$ cat src/hdl/tile_midrange_binarizer_macros.svh
// assertion macros for the tile midrange binarizer
`ifndef TILE_MIDRANGE_BINARIZER_MACROS_SVH
`define TILE_MIDRANGE_BINARIZER_MACROS_SVH

// property holds in the same cycle as its condition
`define TMB_ASSERT_NOW(lbl, ante, cons, msg) \
    lbl: assert property (@(posedge i_clk) disable iff (!i_rst_n) (ante) |-> (cons)) \
        else $error(msg);

// property holds in the cycle after its condition
`define TMB_ASSERT_NEXT(lbl, ante, cons, msg) \
    lbl: assert property (@(posedge i_clk) disable iff (!i_rst_n) (ante) |=> (cons)) \
        else $error(msg);

`endif

$ cat src/hdl/tmb_ram.sv
// generic single-write, single-read ram with registered read data
module tmb_ram #(
    parameter int WIDTH = 8,
    parameter int DEPTH = 16
) (
    input  logic                     i_clk,
    input  logic                     i_we,
    input  logic [$clog2(DEPTH)-1:0] i_waddr,
    input  logic [WIDTH-1:0]         i_wdata,
    input  logic [$clog2(DEPTH)-1:0] i_raddr,
    output logic [WIDTH-1:0]         o_rdata
);

    logic [WIDTH-1:0] r_mem [DEPTH];
    logic [WIDTH-1:0] r_rdata;

    always_ff @(posedge i_clk) begin
        if (i_we) begin
            r_mem[i_waddr] <= i_wdata;
        end
        r_rdata <= r_mem[i_raddr];
    end

    assign o_rdata = r_rdata;

endmodule

$ cat config.mk
export PLATFORM = sky130hd
export DESIGN_NAME = tmb_ram
export DESIGN_NICKNAME = d
export VERILOG_FILES = /design/src/hdl/tile_midrange_binarizer_macros.svh /design/src/hdl/tmb_ram.sv
export SDC_FILE = /design/constraint.sdc
export NUM_CORES = 1
export LEC_CHECK = 0
export CAP_MARGIN = 10
export CORE_MARGIN = 2
export CORE_UTILIZATION = 60
export CTS_CLUSTER_SIZE = 20
export DETAILED_ROUTE_END_ITERATION = 8
export DONT_BUFFER_PORTS = 1
export PLACE_DENSITY_LB_ADDON = 0.15
export SKIP_LAST_GASP = 1
export SLEW_MARGIN = 10
export SYNTH_ARGS = -nofsm -noshare
export SYNTH_HDL_FRONTEND = slang
export SYNTH_SLANG_ARGS = --single-unit
$ cat constraint.sdc
create_clock -name i_clk -period 2.64 [get_ports i_clk]
set_input_delay 0.66 -clock i_clk [delete_from_list [all_inputs] [get_ports i_clk]]
set_output_delay 0.66 -clock i_clk [all_outputs]
set_load 0.005 [all_outputs]
# Word-level counts from Yosys, hierarchy flattened
# Memories as Yosys holds them, arrays and structs flattened. A register that Yosys moved wholly into a read port is not among the register bits.
# Index checks and enable logic that the tools add are counted.
# classes
mux,2
# op_table
cell,n
1-bit two-way mux,2
# totals
ram_bits,128
reg_bits,0
wordCells,3
out_inout_bits,8
mem_count,1
# mem_list
name,words,word_bits,rd,rd_ports_with_merged_regs,wr,line_no,text
r_mem,16,8,1,1,1,tmb_ram.sv:14,logic [WIDTH-1:0] r_mem [DEPTH];

# Longest topological paths before layout
# depth
depth_word,2
ltp_mapped,5

# Least setup slack after synthesis
# Ideal clock, no wire load.
# synth_timing
path_kind,input to register
start,input port i_waddr[2]
end,"memory r_mem[0][0], enable pin"
setup_ns,0.383
slack_ns,0.487
arrival_ns,1.770
path_stages,2
required_time_ns,2.257
path_cell_list,or3b_2 -> nor3_1
# synth_lines
item,line_no,text
start: declaration,tmb_ram.sv:8,"input logic [$clog2(DEPTH)-1:0] i_waddr,"
end: declaration,tmb_ram.sv:14,
# Straight into the memory's write port.

# Worst setup path in the final report
# layout_timing
start,input port i_waddr[2]
end,"memory r_mem[1][0], enable pin"
# Straight into the memory's write port.

==> flow_summary.ini <==
[hold_path]
worstHoldPathType = input pin to register

[clocking]
clock_sinks = 136
clkTransAtPathRegs_ns = 0.06
htree_num_levels = 4
hold_buffers = 0
clock_latency_ns = 0.51
post_cts_buffers = 0
postCtsResizedCells = 0
clk_path_buf_depth = 2
cts_buffers = 17
root_buffer = clkbuf_8
cts_tree = built

[sta]
drv_slew = 0
fin_crit_sh_pct = 59.9
max_freq_mhz = 632
finalSetupViolCount = 0
rsz0062_at_grt = no
clock_skew_ns = 0.00533
whs_ns = 0.244
fin_ws_ns = 1.06
tightest_slew_ns = 0.790
hold_viol = 0
fin_crit_ns = 1.58
fin_setup_tns_ns = 0
max_slew_margin_pct = 47.1

[synth]
synthFlopType = edfxtp_1
synth_top_area_share_pct = 74.7
netlist_area_um2 = 5150
postSynthAreaPerCell_um2 = 22.5
synth_top_cell_by_area = edfxtp_1
synthTopCellsByArea = edfxtp_1 (75%), mux4_2 (7.9%), mux4_1 (7.1%), dfxtp_1 (3.1%), a22oi_1 (2.3%)
synthesis.instances = 229
synthTopCellsByCount = edfxtp_1 (128), mux4_2 (18), a22oi_1 (16)
synthArstFlopShare_pct = 0
ys_types = 19
ys_ff_latch = 136
syn_nets = 247
yosysSeqAreaShare_pct = 77.8
synth_most_common_cell = edfxtp_1
ys.warnings.count = 0
synth_edf_count = 128

[grt]
grt_pass1_wl_um = 14700
grt_overflow_total = 0
grt_antenna_before_repair = 0
grt_start_max_net_pins = 33
grt_pass1_vias = 2497
grtUsageTotal_pct = 22.2

[critical_path]
worst-setup-path-type = input pin to register
crit_buf_inv = 0
r2r_start = r_mem[1][3]$_DFFE_PP_
timing.rr.end = o_rdata[3]$_DFF_P_
cpLargestDelayFamily = simple AND/OR/NAND/NOR gates
crit_fanout = 8
cp.depth = 2
cp_slowest_cell = nor2_1
cp-end-kind = register
start_kind = input pin
max_stage_delay_ns = 0.56
crit_end = r_mem[1][0]$_DFFE_PP_
startpoint = i_waddr[2]
path_cells = or3b_2 -> nor2_1
crit_arrival_ns = 1.72
ff2ff_setup_slack_ns = 1.19
required_ns = 2.78
reg2regPathDepth = 3

[drt]
vias_per_cell = 6.50
drt-wirelength-per-cell_um = 26.0
antenna_left = 0
vias = 2400
drt_iter0_drc = 319
dr.pass1.iters = 5
drc_errors = 0
routed_wl_um = 9600

[floorplan]
design.portCount = 26
dieArea_um2 = 9340
initial_core_util_pct = 62.3
die_height_um = 96.6
coreArea_um2 = 8260
num_rows = 33
die_x_um = 96.6

[place]
io_buffers = 0
gp_congestion = 0.765
dp_slack_ns = 0.529
place_hpwl_um = 5910

[status]
status = complete, no violations

[finish]
drive_gt1_share_pct = 23.9
area_delta_synth_final_pct = 15.5
final_util_pct = 72.0
nets = 269
antennaDiodeCount = 0

[pwr]
p_leak_uw = 0.00198
total_power_uw = 5100
ir_drop_mv = 0.681
power.density_nw_per_um2 = 859

[flow_run]
cap_violations = 0
==> registers in the layout, summed over array words and instances (netlist names) <==
register and count:
o_rdata 8, r_mem 128
==> routing by layer <==
layer / vias up / share of wire, % / track usage (%)
met5: - / 0 / 0
met4: 0 / 1.2 / 6.50
met3: 11 / 8.6 / 6.79
met2: 126 / 50 / 34.3
met1: 1249 / 40 / 31.3
li1: 1014 / - / -
==> cell usage in the layout (no fill, tap or decap) <==
master	synthesis	layout
or3b_2	1	1
and2b_1	1	1
clkbuf_1	0	1
mux4_2	18	18
clkinvlp_4	0	1
edfxtp_1	128	128
nand3b_1	2	2
nand2_1	9	9
clkinv_4	0	3
clkbuf_8	0	4
buf_4	1	13
dfxtp_1	8	8
bufinv_16	0	5
a22oi_1	16	16
and2_1	1	1
clkinv_2	0	2
nor2b_1	1	1
clkbuf_16	0	16
nor2_1	13	13
mux4_1	14	14
nand3_1	1	1
nand2b_1	2	2
nor3_1	4	4
==> metrics by stage <==
step / area, µm² / std cells
after floorplan: 5150 / 229
after global placement: 5290 / 337
after detailed placement: 5290 / 337
after CTS: 5940 / 369
after global routing: 5940 / 369
final: 5940 / 369
==> kinds of logic after synthesis <==
group	synth area share [%]
DFF	77.8
and+or+nand+nor	3.18
muxes	15.0
AOI/OAI and AO/OA	2.33
buffers and inverters	1.68
==> cell type report <==
type / count / area, µm²
repair buffers: 13 / 97.6
multi-input cells: 83 / 1060
well taps: 105 / 131
fillers: 464 / 2310
flip-flops and latches: 136 / 4000
clock buffers: 21 / 459
clock inverters: 11 / 194
==> report_power, final <==
part	switching (µW)	internal [µW]	total [µW]
Sequential	17.0	2420	2430
Clock	835	1710	2540
Combinational	57.3	71.6	129
==> how the worst min path moves through the flow <==
stage	start	to	cells after the start
4_1_cts	i_wdata[7]	r_mem[7][7]$_DFFE_PP_	0
3_3_place_gp	r_mem[8][3]$_DFFE_PP_	o_rdata[3]$_DFF_P_	3
6_report	i_wdata[0]	r_mem[4][0]$_DFFE_PP_	0
5_1_grt	i_wdata[7]	r_mem[7][7]$_DFFE_PP_	0
2_1_floorplan	r_mem[7][0]$_DFFE_PP_	o_rdata[0]$_DFF_P_	3
3_5_place_dp	r_mem[14][2]$_DFFE_PP_	o_rdata[2]$_DFF_P_	3
(Power assumes the default switching activity.)
