**src/hdl/tile_midrange_binarizer_macros.svh**
```systemverilog
// assertion macros for the tile midrange binarizer
`ifndef TILE_MIDRANGE_BINARIZER_MACROS_SVH
`define TILE_MIDRANGE_BINARIZER_MACROS_SVH

// property holds in the same cycle as its condition
`define TMB_ASSERT_NOW(lbl, ante, cons, msg) \
    lbl: assert property (@(posedge i_clk) disable iff (!i_rst_n) (ante) |-> (cons)) \
        else $error(msg);

// property holds in the cycle after its condition
`define TMB_ASSERT_NEXT(lbl, ante, cons, msg) \
    lbl: assert property (@(posedge i_clk) disable iff (!i_rst_n) (ante) |=> (cons)) \
        else $error(msg);

`endif

```
**src/hdl/tmb_pkg.sv**
```systemverilog
// shared constants, types and register codes of the tile midrange binarizer
package tmb_pkg;

    localparam int MAX_SIDE       = 512;
    localparam int TILES_PER_SIDE = 4;
    localparam int TILE_COUNT     = TILES_PER_SIDE * TILES_PER_SIDE;
    localparam int STORE_DEPTH    = MAX_SIDE * MAX_SIDE;

    localparam int POS_W  = $clog2(STORE_DEPTH);
    localparam int SIZE_W = POS_W + 1;
    localparam int SIDE_W = $clog2(MAX_SIDE + 1);
    localparam int X_W    = $clog2(MAX_SIDE);
    localparam int TXY_W  = (TILES_PER_SIDE > 1) ? $clog2(TILES_PER_SIDE) : 1;
    localparam int TILE_W = (TILE_COUNT > 1) ? $clog2(TILE_COUNT) : 1;
    localparam int DIV_CNT_W = $clog2(POS_W + 1);

    localparam int CFG_W     = 10;
    localparam int CFG_IDX_W = 1;
    localparam int PIX_W     = 18;
    localparam int GRAY_W    = 8;

    // gray = (33r + 34g + 33b) / 100 via reciprocal multiply
    localparam int W_R        = 33;
    localparam int W_G        = 34;
    localparam int W_B        = 33;
    localparam int GRAY_DIV   = 100;
    localparam int GRAY_SHIFT = 21;
    localparam int GRAY_RECIP = ((1 << GRAY_SHIFT) + GRAY_DIV - 1) / GRAY_DIV;
    localparam int SUM_W      = 15;
    localparam int RECIP_W    = 15;
    localparam int PROD_W     = SUM_W + RECIP_W;

    localparam logic [CFG_IDX_W-1:0] REG_FRAME_WIDTH  = 1'b0;
    localparam logic [CFG_IDX_W-1:0] REG_FRAME_HEIGHT = 1'b1;

    localparam logic ACT_LOAD = 1'b0;
    localparam logic ACT_READ = 1'b1;

    localparam logic [CFG_W-1:0] CFG_SIDE_RESET = CFG_W'(512);

    typedef struct packed {
        logic              action;
        logic [GRAY_W-1:0] red;
        logic [GRAY_W-1:0] green;
        logic [GRAY_W-1:0] blue;
    } t_item;

    typedef struct packed {
        logic              dark_bit;
        logic [GRAY_W-1:0] gray_level;
        logic              covered;
        logic [PIX_W-1:0]  pixel_index;
        logic              last;
    } t_result;

    typedef struct packed {
        logic [GRAY_W-1:0] max;
        logic [GRAY_W-1:0] min;
    } t_stat;

    localparam t_stat STAT_RESET = '{max: '0, min: '1};

endpackage

```
**src/hdl/tmb_divmod.sv**
```systemverilog
// serial restoring divider: raster position into row and column
module tmb_divmod (
    input  logic                     i_clk,
    input  logic                     i_rst_n,
    input  logic                     i_start,
    input  logic [tmb_pkg::POS_W-1:0]  i_dividend,
    input  logic [tmb_pkg::SIDE_W-1:0] i_divisor,
    output logic                     o_done,
    output logic [tmb_pkg::POS_W-1:0]  o_quotient,
    output logic [tmb_pkg::SIDE_W-1:0] o_remainder
);

    logic                            r_active;
    logic                            r_done;
    logic [tmb_pkg::DIV_CNT_W-1:0]   r_cnt;
    logic [tmb_pkg::SIDE_W-1:0]      r_rem;
    logic [tmb_pkg::POS_W-1:0]       r_quo;
    logic [tmb_pkg::SIDE_W-1:0]      r_div;
    logic [tmb_pkg::SIDE_W:0]        n_trial;
    logic                            n_fits;

    always_comb begin
        n_trial = {r_rem, r_quo[tmb_pkg::POS_W-1]};
        n_fits  = (n_trial >= {1'b0, r_div});
    end

    always_ff @(posedge i_clk) begin
        if (!i_rst_n) begin
            r_active <= 1'b0;
            r_done   <= 1'b0;
            r_cnt    <= '0;
        end else begin
            r_done <= 1'b0;
            if (i_start) begin
                r_active <= 1'b1;
                r_cnt    <= tmb_pkg::DIV_CNT_W'(tmb_pkg::POS_W);
                r_rem    <= '0;
                r_quo    <= i_dividend;
                r_div    <= i_divisor;
            end else if (r_active) begin
                if (n_fits) begin
                    r_rem <= tmb_pkg::SIDE_W'(n_trial - {1'b0, r_div});
                end else begin
                    r_rem <= n_trial[tmb_pkg::SIDE_W-1:0];
                end
                r_quo <= {r_quo[tmb_pkg::POS_W-2:0], n_fits};
                r_cnt <= r_cnt - tmb_pkg::DIV_CNT_W'(1);
                if (r_cnt == tmb_pkg::DIV_CNT_W'(1)) begin
                    r_active <= 1'b0;
                    r_done   <= 1'b1;
                end
            end
        end
    end

    assign o_done      = r_done;
    assign o_quotient  = r_quo;
    assign o_remainder = r_rem;

endmodule

```
**config.mk**
```make
export PLATFORM = sky130hd
export DESIGN_NAME = tmb_divmod
export DESIGN_NICKNAME = d
export VERILOG_FILES = /design/src/hdl/tile_midrange_binarizer_macros.svh /design/src/hdl/tmb_pkg.sv /design/src/hdl/tmb_divmod.sv
export SDC_FILE = /design/constraint.sdc
export NUM_CORES = 1
export LEC_CHECK = 0
export BUFFER_PORTS_ARGS = -buffer_cell sky130_fd_sc_hd__buf_4
export CORE_ASPECT_RATIO = 2
export CORE_MARGIN = 4
export CORE_UTILIZATION = 55
export DETAILED_ROUTE_END_ITERATION = 10
export GPL_TIMING_DRIVEN = 0
export PLACE_DENSITY = 0.84
export SETUP_SLACK_MARGIN = 0.02
export SYNTH_ARGS = -nofsm -noshare
export SYNTH_HDL_FRONTEND = slang
export SYNTH_SLANG_ARGS = --single-unit
```
**constraint.sdc**
```tcl
create_clock -name i_clk -period 4.4 [get_ports i_clk]
set_input_delay 0 -clock i_clk [delete_from_list [all_inputs] [get_ports i_clk]]
set_output_delay 0 -clock i_clk [all_outputs]
set_load 0.03 [all_outputs]
```
# Yosys cells after proc, flatten, opt, wreduce, memory -nomap -nowiden
# Index checks and enable logic that the tools add are counted.
word_totals:
  regBits: 45
  in_bits: 31
  output_inout_bits: 29
  word_cells: 28
classes:
  add_sub_neg: 2
  magnitude_cmp: 1
  eq_ne: 1
  muxes: 10
  bitwise_logic: 2
  n_reduce_logical: 5
op_table:
  columns: ["cell", "count"]
  rows:
  - ["two-way mux 18 bit", 2]
  - ["two-way mux 10 bit", 2]
  - [">= comparator 11 x 10 -> 1 bit", 1]
  - ["two-way mux 5 bit", 2]
  - ["subtractor 10 bit", 1]
  - ["equality test 5 x 1 -> 1 bit, second input constant", 1]
  - ["subtractor 5 x 1 -> 5 bit, second input constant", 1]
  - ["two-way mux 1 bit", 4]
  - ["AND reduction 2 bit", 2]
  - ["OR reduction 3 bit", 1]
  - ["NOT 1 bit", 2]
  - ["nonzero test 2 bit", 1]
  - ["OR reduction 2 bit", 1]

# Depth between registers and ports, before layout
logic_depth:
  ltp_word: 4
  depth_mapped: 10
  mapped_depth_nobuf: 10

# Worst setup path before layout
# Ideal clock, no wire load.
synth_path:
  path_type: "register to register"
  startpoint: "register r_quo (netlist bit o_quotient[17])"
  endpoint: "register r_rem (netlist bit o_remainder[6]), data pin"
  setup_time_ps: 268
  t_arrival_ps: 2037
  required_ps: 4132
  setup_slack_ps: 2095
  path_stages_with_launch: 11
  path_buffers: 0
  synth_period_minus_slack_ps: 2305
  cell_sequence: "edfxtp_1 inv_1 ha_1 inv_1 fa_1 a211oi_1 o21bai_1 a21oi_1 xnor2_1 mux2i_1 nor2_1"
synth_between:
  elab_chain_len: 3
  word_cells_on_any_way: 4
  classes_between: "add/sub (1); order compare (1); mux (2)"
synth_lines:
  columns: ["item", "line", "source"]
  rows:
  - ["start, declared", "tmb_divmod.sv:17", "logic [tmb_pkg::POS_W-1:0] r_quo;"]
  - ["start signal, assigned", "tmb_divmod.sv:38", "r_quo <= i_dividend;"]
  - ["start signal, assigned", "tmb_divmod.sv:46", "r_quo <= {r_quo[tmb_pkg::POS_W-2:0], n_fits};"]
  - ["subtractor 10 bit / >= comparator 11 x 10 -> 1 bit (equally long branches)", "tmb_divmod.sv:42, tmb_divmod.sv:24", null]
  - ["two-way mux 10 bit *", "tmb_divmod.sv:41", "if (n_fits) begin"]
  - ["two-way mux 10 bit *", "tmb_divmod.sv:40", "end else if (r_active) begin"]
  - ["end signal, assigned", "tmb_divmod.sv:42", "r_rem <= tmb_pkg::SIDE_W'(n_trial - {1'b0, r_div});"]
  - ["end signal, assigned", "tmb_divmod.sv:44", "r_rem <= n_trial[tmb_pkg::SIDE_W-1:0];"]
  - ["end, declared", "tmb_divmod.sv:16", "logic [tmb_pkg::SIDE_W-1:0] r_rem;"]
# Mark *: on every way between the ends. The rest lies on a longest branch, timed or not. The select of a mux whose other input is x is not followed.
# A chain may end at the register's enable or synchronous reset.

# Final worst setup path
# Same ends and word-level chain as after synthesis.

==> impl_metrics.tcl <==
set metrics [dict create \
    status "complete, no violations" \
    cts_tree "done" \
    setup_viol 0 \
    switching_share 0.2826 \
    yosysUniqueCellTypes 36 \
    final_hold_viol_count 0 \
    htree_levels 2 \
    num_vias 1745 \
    min_to "o_quotient[11]$_DFFE_PP_" \
    holdCritPathClass "in -> reg" \
    grt_pass1_vias 1959 \
    cp-startpoint "o_quotient[17]$_DFFE_PP_" \
    worstPathArrival_ps 2440 \
    required_ps 4430 \
    drv_cap 0 \
    p_per_area_nw_per_um2 376.5 \
    power_mw 1.146 \
    die_w_um 53.86 \
    diodes 0 \
    syn_nets 225 \
    cts.clk_slew.worst_paths_ps 80 \
    critPathMostFrequentCell "inv_1" \
    seq_area_frac_synth 0.5538 \
    fmax_ghz 0.4157 \
    fin_setup_tns_ps 0 \
    clk_path_buf_depth 2 \
    root_buffer "clkbuf_8" \
    fin_crit_ps 2406 \
    grt_pass1_wl_mm 9.128 \
    slowest_delay_ps 440 \
    hold_path_depth 2 \
    via_per_inst 5.629 \
    layout_commonest_cell "buf_4" \
    hold_ws_ps 11.02 \
    cp_cell_sequence "inv_1 > ha_1 > inv_1 > fa_1 > a211oi_1 > o21bai_1 > a21oi_1 > xnor2_1 > mux2i_1 > nor2_1" \
    rsz0062_at_grt "no" \
    pre_cts_ws_ps 1991 \
    drc 0 \
    clk_latency_ps 290 \
    r2r-start "o_quotient[17]$_DFFE_PP_" \
    finalCritPeriodShare 0.5468 \
    final_cell_mix "buf_4 (58), edfxtp_1 (38), mux2_2 (18), inv_1 (16), nor2_1 (14)" \
    nets 301 \
    syn_inst 181 \
    die_area_um2 5371 \
    postCtsResizedCells 0 \
    ant_nets 0 \
    place_area_um2 2814 \
    clkSinkCount 45 \
    hpwl_mm 3.991 \
    p_int_mw 0.8223 \
    worst_slack_ps 1994 \
    synth_warnings 0 \
    synth_ff_type "edfxtp_1" \
    final_area_um2 3044 \
    rows 33 \
    synth_area_per_cell_um2 12.78 \
    core_area_um2 4088 \
    route.detailed.wl_per_inst_um 18.21 \
    place.port_buffers 58 \
    stdcell_count 310 \
    drv_slew 0 \
    synth_edf_count 38 \
    gr-total-overflow 0 \
    power_frac_comb 0.261 \
    critPathMaxFanout 3 \
    ff2ff_setup_slack_ps 1990 \
    critical-path-slowest-cell "fa_1" \
    initial_core_util 0.5660 \
    p_switching_mw 0.3239 \
    relSlewSlack 0.1872 \
    first_iter_violations 47 \
    synth_seq_cells 45 \
    pin_count 60 \
    grt.total_usage 0.2373 \
    cts-buffers-inserted 5 \
    firstDrtPassIters 4 \
    grt_max_degree 30 \
    total_leakage_power_nw 1.287 \
    ir_drop_uv 426.5 \
    antenna_found_initial 0 \
    skew_ps 4.519 \
    cp-end-kind "flip-flop" \
    synthArstFlopShare 0 \
    path_delay_family "compound AO/OA/AOI/OAI gates" \
    p_seq_frac 0.459 \
    utilization 0.7447 \
    fillers 242 \
    r2r_cells 10 \
    worstMarginPinSlew_ps 1219 \
    clock_power_share 0.280 \
    start_kind "flip-flop" \
    min_from "i_dividend[11]" \
    crit_type "reg -> reg" \
    synthToLayoutAreaGrowth_pct 31.58 \
    gp_congestion 0.8079 \
    die_y_um 99.72 \
    reg2reg_to "o_remainder[6]$_SDFFCE_PP0P_" \
    drt-total-wl_mm 5.644 \
    layout-drive-gt1-share 0.3527 \
    netlist_area_um2 2313 \
    worst-path-buf-inv 2 \
    placed_cells 291 \
]
-- routing by layer --
layer,wire (um),up-vias,share of wire,track usage
met1,1820,830,0.32,0.2203
met3,309,23,0.055,0.06597
met2,3198,77,0.57,0.4224
met5,0,-,0,0
met4,315,0,0.056,0.1476
li1,-,815,-,-
-- flip-flops by register name (all words and copies together) (netlist names) --
signal       count
o_done           1
o_remainder     10
o_quotient      18
r_div           10
r_active         1
r_cnt            5
-- power groups by stage --
stage	Combinational (mW)	Sequential [mW]	Clock [mW]
3_5_place_dp	0.288	0.534	0
3_3_place_gp	0.279	0.533	0
4_1_cts	0.298	0.526	0.321
2_1_floorplan	0.159	0.570	0
6_report	0.299	0.526	0.321
5_1_grt	0.325	0.529	0.344
-- cells in the mapped netlist (4+ instances only) --
master | count | area share
mux2i_1 | 6 | 0.026
o21a_1 | 4 | 0.013
mux2_2 | 18 | 0.088
edfxtp_1 | 38 | 0.49
xnor2_1 | 7 | 0.027
inv_1 | 16 | 0.026
nand2_1 | 8 | 0.013
dfxtp_1 | 7 | 0.061
a21oi_1 | 6 | 0.013
a21boi_0 | 4 | 0.013
nor2_1 | 14 | 0.023
ha_1 | 12 | 0.065
-- worst max-delay path by stage --
| stage | slack [ps] | to | cells after the start |
|---|---|---|---|
| CTS | 1970 | o_remainder[6]$_SDFFCE_PP0P_ | 10 |
| global placement | 2010 | o_remainder[6]$_SDFFCE_PP0P_ | 10 |
| floorplan | 2100 | o_remainder[6]$_SDFFCE_PP0P_ | 10 |
| detailed placement | 1990 | o_remainder[6]$_SDFFCE_PP0P_ | 10 |
| global route | 1800 | o_remainder[6]$_SDFFCE_PP0P_ | 10 |
| finish | 1990 | o_remainder[6]$_SDFFCE_PP0P_ | 10 |
-- repair_timing --
item / in CTS / in global routing
endpoints found under the hold margin: 10 / 1
hold buffers: 10 / 1
setup buffers: 0 / 0
-- worst register-to-register path: stages (launching register included) --
cell and delay, ps:
edfxtp_1 430, inv_1 80, ha_1 170, inv_1 70, fa_1 440, a211oi_1 350, o21bai_1 120, a21oi_1 180
xnor2_1 90, mux2i_1 170, nor2_1 60
-- cells by family after synthesis --
group,share of synthesized area
xor gates and xnor gates,0.03407
AOI/OAI and AO/OA,0.1065
muxes,0.1136
DFF,0.5538
buffers and inverters,0.03570
and+or+nand+nor,0.08275
adders and majority gates,0.07355
-- layout make-up --
type / instances / area (um^2) / share of cell area
clock inverter: 2 / 37.54 / 0.01233
buffer: 4 / 22.52 / 0.007398
inverter: 16 / 60.06 / 0.01973
tap: 52 / 65.06 / 0.02137
timing repair buffer: 69 / 545.5 / 0.1792
sequential: 45 / 1281 / 0.4209
clock buffer: 6 / 82.58 / 0.02713
multi-input combinational: 116 / 949.7 / 0.3120
(Power assumes the default switching activity.)
